<file path="config.mk">
export PLATFORM = sky130hd
export DESIGN_NAME = ats_ctrl
export DESIGN_NICKNAME = d
export VERILOG_FILES = /design/src/rtl/ats_pkg.sv /design/src/rtl/ats_ctrl.sv
export SDC_FILE = /design/constraint.sdc
export NUM_CORES = 1
export LEC_CHECK = 0
export ABC_AREA = 1
export BUFFER_PORTS_ARGS = -buffer_cell sky130_fd_sc_hd__buf_4
export CORE_AREA = 3 3 40 42
export CTS_CLUSTER_SIZE = 8
export DETAILED_ROUTE_END_ITERATION = 8
export DIE_AREA = 0 0 43 45
export GPL_TIMING_DRIVEN = 1
export SKIP_LAST_GASP = 1
export SLEW_MARGIN = 20
export SYNTH_ARGS = -nofsm -noshare
export SYNTH_HDL_FRONTEND = slang
export SYNTH_SLANG_ARGS = --single-unit
</file>
<file path="constraint.sdc">
create_clock -name clk_i -period 3.2 [get_ports clk_i]
set_clock_uncertainty 0.15 [all_clocks]
set_input_delay 0.16 -clock clk_i [delete_from_list [all_inputs] [get_ports clk_i]]
set_output_delay 0.16 -clock clk_i [all_outputs]
set_load 0.005 [all_outputs]
</file>
<file path="src/rtl/ats_pkg.sv">
// Shared constants, codes and controller/datapath handshake types of the alias table sampler.
package ats_pkg;

  // Default sizes
  localparam int unsigned MAX_ITEMS_DEF   = 256;
  localparam int unsigned TABLE_DEPTH_DEF = 512;
  localparam int unsigned FRAC_BITS_DEF   = 16;

  // Fixed field widths
  localparam int unsigned WEIGHT_W = 16;
  localparam int unsigned RAND_W   = 16;
  localparam int unsigned SIDX_W   = 8;
  localparam int unsigned CTOT_W   = 10;

  // Opcodes of an input item
  localparam logic OP_LOAD   = 1'b0;
  localparam logic OP_SAMPLE = 1'b1;

  // Kinds of a result item
  localparam logic KIND_REPORT = 1'b0;
  localparam logic KIND_SAMPLE = 1'b1;

  // Commands from the controller to the datapath
  typedef struct packed {
    logic load;       // store one weight
    logic capture;    // latch sample random inputs
    logic scan_init;  // start a build: clear stacks and cells
    logic w_read;     // read the weight at the scan index
    logic next_i;     // advance the scan index
    logic mul;        // form weight times count and load the divider
    logic div_step;   // one quotient bit
    logic push;       // push the score on the poor or rich stack
    logic pop_read;   // read both stack tops
    logic step;       // make one cell
    logic report;     // load a build report into the output register
    logic samp_read;  // read the chosen cell
    logic samp_out;   // load a sample result into the output register
  } cmd_t;

  // Status from the datapath to the controller
  typedef struct packed {
    logic in_valid;
    logic in_opcode;
    logic in_last;
    logic sum_zero;
    logic scan_done;
    logic w_zero;
    logic div_done;
    logic stacks_empty;
    logic table_full;
    logic out_free;
  } sts_t;

endpackage

</file>
<file path="src/rtl/ats_ctrl.sv">
// Controller state machine of the alias table sampler.
module ats_ctrl (
  input  logic          clk_i,
  input  logic          rst_ni,
  input  ats_pkg::sts_t sts_i,
  output ats_pkg::cmd_t cmd_o,
  output logic          in_ready_o
);

  localparam logic [3:0] ST_IDLE   = 4'd0;
  localparam logic [3:0] ST_BINIT  = 4'd1;
  localparam logic [3:0] ST_BRD    = 4'd2;
  localparam logic [3:0] ST_BMUL   = 4'd3;
  localparam logic [3:0] ST_BDIV   = 4'd4;
  localparam logic [3:0] ST_BPUSH  = 4'd5;
  localparam logic [3:0] ST_BPOP   = 4'd6;
  localparam logic [3:0] ST_BSTEP  = 4'd7;
  localparam logic [3:0] ST_REPORT = 4'd8;
  localparam logic [3:0] ST_SADDR  = 4'd9;
  localparam logic [3:0] ST_SOUT   = 4'd10;

  logic [3:0] state_q, state_d;

  // Next state and commands
  always_comb begin
    state_d    = state_q;
    cmd_o      = '0;
    in_ready_o = 1'b0;
    unique case (state_q)
      ST_IDLE: begin
        in_ready_o = 1'b1;
        if (sts_i.in_valid) begin
          if (sts_i.in_opcode == ats_pkg::OP_SAMPLE) begin
            cmd_o.capture = 1'b1;
            state_d       = ST_SADDR;
          end else begin
            cmd_o.load = 1'b1;
            if (sts_i.in_last) state_d = ST_BINIT;
          end
        end
      end
      ST_BINIT: begin
        cmd_o.scan_init = 1'b1;
        state_d = sts_i.sum_zero ? ST_REPORT : ST_BRD;
      end
      ST_BRD: begin
        if (sts_i.scan_done) begin
          state_d = ST_BPOP;
        end else begin
          cmd_o.w_read = 1'b1;
          state_d      = ST_BMUL;
        end
      end
      ST_BMUL: begin
        if (sts_i.w_zero) begin
          cmd_o.next_i = 1'b1;
          state_d      = ST_BRD;
        end else begin
          cmd_o.mul = 1'b1;
          state_d   = ST_BDIV;
        end
      end
      ST_BDIV: begin
        cmd_o.div_step = 1'b1;
        if (sts_i.div_done) state_d = ST_BPUSH;
      end
      ST_BPUSH: begin
        cmd_o.push   = 1'b1;
        cmd_o.next_i = 1'b1;
        state_d      = ST_BRD;
      end
      ST_BPOP: begin
        if (sts_i.stacks_empty) begin
          state_d = ST_REPORT;
        end else begin
          cmd_o.pop_read = 1'b1;
          state_d        = ST_BSTEP;
        end
      end
      ST_BSTEP: begin
        cmd_o.step = 1'b1;
        state_d = sts_i.table_full ? ST_REPORT : ST_BPOP;
      end
      ST_REPORT: begin
        if (sts_i.out_free) begin
          cmd_o.report = 1'b1;
          state_d      = ST_IDLE;
        end
      end
      ST_SADDR: begin
        cmd_o.samp_read = 1'b1;
        state_d         = ST_SOUT;
      end
      ST_SOUT: begin
        if (sts_i.out_free) begin
          cmd_o.samp_out = 1'b1;
          state_d        = ST_IDLE;
        end
      end
      default: state_d = ST_IDLE;
    endcase
  end

  // State register
  always_ff @(posedge clk_i or negedge rst_ni) begin
    if (!rst_ni) begin
      state_q <= ST_IDLE;
    end else begin
      state_q <= state_d;
    end
  end

endmodule

</file>
* Word level (Yosys, flattened, before mapping)
Cells that the tools add are included.
** Operators by class
- Equality and inequality tests :: 14
- Muxes and demuxes :: 32
- Reduce and logical (&&, ||, !) cells :: 3
** Operators with widths (number)
- $pmux 4 s10 :: 1
- $mux 4 :: 8
- $mux 1 :: 18
- $eq 4x3->1 const B :: 4
- $eq 4x4->1 const B :: 3
- $eq 4x2->1 const B :: 2
- $mux 3 :: 2
- $eq 4x1->1 const B :: 1
- $logic_not 4->1 :: 1
- $mux 2 :: 2
- $ne 2x2->1 const B :: 2
- $reduce_and 4->1 :: 1
- $ne 3x3->1 const B :: 1
- $ne 2x1->1 const B :: 1
- $pmux 1 s2 :: 1
- $reduce_or 2->1 :: 1
** Storage, ports and cells
- Output and inout bits :: 14
- Word-level logic and storage cells :: 50
- Bits in registers :: 4

* Depth between registers and ports, before layout
- Depth in word-level cells :: 4
- Gate-level depth with buffers :: 9
- Mapped depth without buffers :: 9

* Worst setup path before layout
Ideal clock, no wire load.
- Path type :: flip-flop to flip-flop
- Start :: register state_q[1]
- End :: register state_q[3]
- Arrival :: 1009 ps
- Period minus slack after synthesis :: 1278 ps
- Cell stages (with the launch flop) :: 9
- Slack :: 1922 ps
- Required time :: 2931 ps
- Path through :: dfrtp_1 -> inv_2 -> nand2_2 -> nor2_1 -> nand2_1 -> nand3_2 -> inv_1 -> nand2_1 -> nand2_1
** Between the ends
- Longest elaborated chain between the ends :: 4
- Elaborated cells on any way between the ends :: 18
- Those cells by class :: eq/ne (14); mux (1); reduce/logical (3)
** RTL lines
- start, declared :: RTL line ats_ctrl.sv:22 : logic [3:0] state_q, state_d;
- start signal, assigned :: RTL line ats_ctrl.sv:109 : state_q <= state_d;
- $eq 4x4->1 :: RTL line ats_ctrl.sv:29 : unique case (state_q)
- $reduce_or 2->1 (no source line)
- $ne 2x1->1 (no source line)
- $reduce_and 4->1 (no source line)
Several ways; a longest one is shown, not always the timed one.
A chain may end at the register's enable or synchronous reset.

==> impl_metrics.toml <==
[critical_path]
cp_data_arrival_time_ns = 1.34
r2r_setup_slack_ns = 1.83
r2r_start = "state_q[3]"
largest_driver_fanout_on_the_critical_path = 4
crit_path_end_kind = "output pin"
cp_slowest_cell = "sky130_fd_sc_hd__dfrtp_1"
ff2ff_path_depth = 8
cp_cell_sequence = "inv_1 > nor2_1 > inv_1 > nor4_1 > buf_4"
slowest_cell_delay_on_critical_path_ns = 0.38
critPathKind = "register to output pin"
cp_data_required_time_ns = 2.89
worst_setup_path_start_kind = "register"
r2r-end = "state_q[3]"
critPathMostFrequentCell = "sky130_fd_sc_hd__inv_1"

[synth]
count_of_synthesis_stage_warnings_from_yosys = 0
mappedNetlistArea_um2 = 426.7
postSynth.asyncResetShare = 1.000
synth.largest_area_cell = "sky130_fd_sc_hd__dfrtp_1"
synth_seq_area_share = 0.2346
syn-instance-count = 78
ys_types = 14
yosys_most_used_dff = "sky130_fd_sc_hd__dfrtp_1"
number_of_enable_flip_flop_cells_after_synthesis = 0
post_synth_main_area_contributors = "sky130_fd_sc_hd__dfrtp_1 (23%), sky130_fd_sc_hd__nand2_1 (18%), sky130_fd_sc_hd__inv_1 (14%), sky130_fd_sc_hd__nor2_1 (9.7%), sky130_fd_sc_hd__nor2_2 (8.8%)"
yosysTopAreaCellShare = 0.2346
post_synth.cell_area_avg_um2 = 5.470
synth.top_cells.by_count = "sky130_fd_sc_hd__nand2_1 (21), sky130_fd_sc_hd__inv_1 (16), sky130_fd_sc_hd__nor2_1 (11)"
yosysMostFrequentCell = "sky130_fd_sc_hd__nand2_1"
synth-seq-cells = 4
syn-num-nets = 90

[timing]
finalCriticalPeriod_ns = 1.654
fin_crit_sh = 0.5170
final.hold.worst_slack_ns = 0.09281
final_setup_margin_ns = 1.546
finalSetupViolCount = 0
setup_total_negative_slack_ns = 0
max_freq_mhz = 604.4
grt_setup_unrepaired = "no"
maxSlewViolCount = 0
timing_worst_slew_pin_value_ns = 0.2737
hold_viol_final = 0
slew_headroom = 0.8159

[clock_network]
clock_path_buffers = 2
cts-hold-fix-buffers = 1
cts_setup_buffers = 0
cts_htree_levels = 1
cts_tree = "yes"
insertion_delay_ns = 0.23
cts.sink_count = 4
ctsRootBufferMaster = "sky130_fd_sc_hd__clkbuf_4"
cts_repair_resize_count = 0
cts_inserted_buffers = 3
clk_transition_reported_paths_ns = 0.04

[routing]
routedWlPerCell_um = 10.23
dr.first_iter.drc_count = 14
antenna_violating_nets_post_route = 0
drt_pre_antenna_iters = 4
vias = 553
vias_per_cell = 4.533
finalWirelength_mm = 1.248
drt_drc_violations_left = 0

[global_routing]
grt_max_degree = 7
global_route_wire_length_before_repair_mm = 2.104
via_count_of_the_first_global_routing_pass = 514
grt_antenna_before_repair = 0
gr-usage-all-layers = 0.1423
global_route.overflow_total = 0

[die]
ioPinCount = 26
die_area_um2 = 1935
core_area_um2 = 1285
floorplan.die.width_um = 43
placementRows = 13
effective_utilization_at_floorplan = 0.3320
floorplan_die_height_um = 45

[finish]
syn_to_final_growth_pct = 56.01
top_register = "state_q"
finalCoreUtilization = 0.5180
number_of_antenna_repair_diodes = 0
stdcell_count = 122
number_of_flip_flops_under_the_largest_register_name = 4
nets = 121
post-route-cell-area_um2 = 665.6
reg_top3 = "state_q: 4 flops"
post_route_cells_drive_above_1_share = 0.3645

[worst_hold_path]
worst_hold_path.num_cells = 3
hold_class = "input port to register"
hold_path_startpoint = "sts_i[5]"
timing.hold.worst_endpoint = "state_q[2]"

[pwr]
power_density_nw_per_um2 = 699.5
static_leakage_power_nw = 0.4184
peakVddDrop_mv = 0.4927
design_power_total_mw = 0.4656

[place]
buffer_ports.inserted = 25
setup_slack_at_placement_ns = 1.827
placement.cell_area_um2 = 633.1
place_inst = 118
gp_congestion = 0.7911
dp_hpwl_mm = 1.071

[flow_run]
cap_violations = 0

[status]
status = "finished clean"
[layer usage]
layer,vias up,GRT usage,wire length (um)
met5,-,0,0
met1,235,0.1883,597
met3,0,0.05976,98
met2,20,0.2246,552
met4,0,0.01807,0
li1,298,-,-
[worst max path at each step]
stage	startpoint	slack, ns	cells past startpoint	endpoint
floorplan	state_q[1]	1.92	8	state_q[3]
global placement	state_q[3]	1.81	5	cmd_o[0]
detailed placement	state_q[3]	1.83	5	cmd_o[0]
CTS	state_q[3]	1.56	5	cmd_o[0]
global route	state_q[3]	1.40	5	cmd_o[0]
finish	state_q[3]	1.55	5	cmd_o[0]
[area by class of cell]
type	instances	area (um2)
clock buffers	3	22.52
multi-input cells	55	255.2
flip-flops and latches	4	100.1
repair buffers	26	197.7
well taps	15	18.77
fillers	152	619.3
inverters	19	71.32
[placed cells by master (no fill, tap or decap), drive strengths merged]
master       netlist  final
nand4              1      1
nand3b             1      1
nor2              17     17
inv               19     19
buf                0     25
nand3              8      8
dfrtp              4      4
nor3               2      2
clkbuf             0      3
nor4               2      2
dlygate4sd3        0      1
nand2             22     22
o21ai              2      2
[kinds of logic after synthesis]
logic type	Yosys count	synth area share
compound gates	2	0.02346
buf+inv	19	0.1672
flops	4	0.2346
simple gates	53	0.5748
[critical path, delay by kind of cell, from the launching register on]
family | cells | cell delay, ns
and+or+nand+nor | 2 | 0.40
DFF | 1 | 0.38
buffers and inverters | 3 | 0.33
[report_power, final]
part / switching, mW / total, mW / internal, mW
Clock: 0.0197 / 0.0616 / 0.0419
Sequential: 0.0290 / 0.102 / 0.0734
Combinational: 0.181 / 0.302 / 0.121
Total: 0.229 / 0.466 / 0.236
No activity file was read; power rests on OpenSTA's default activity.
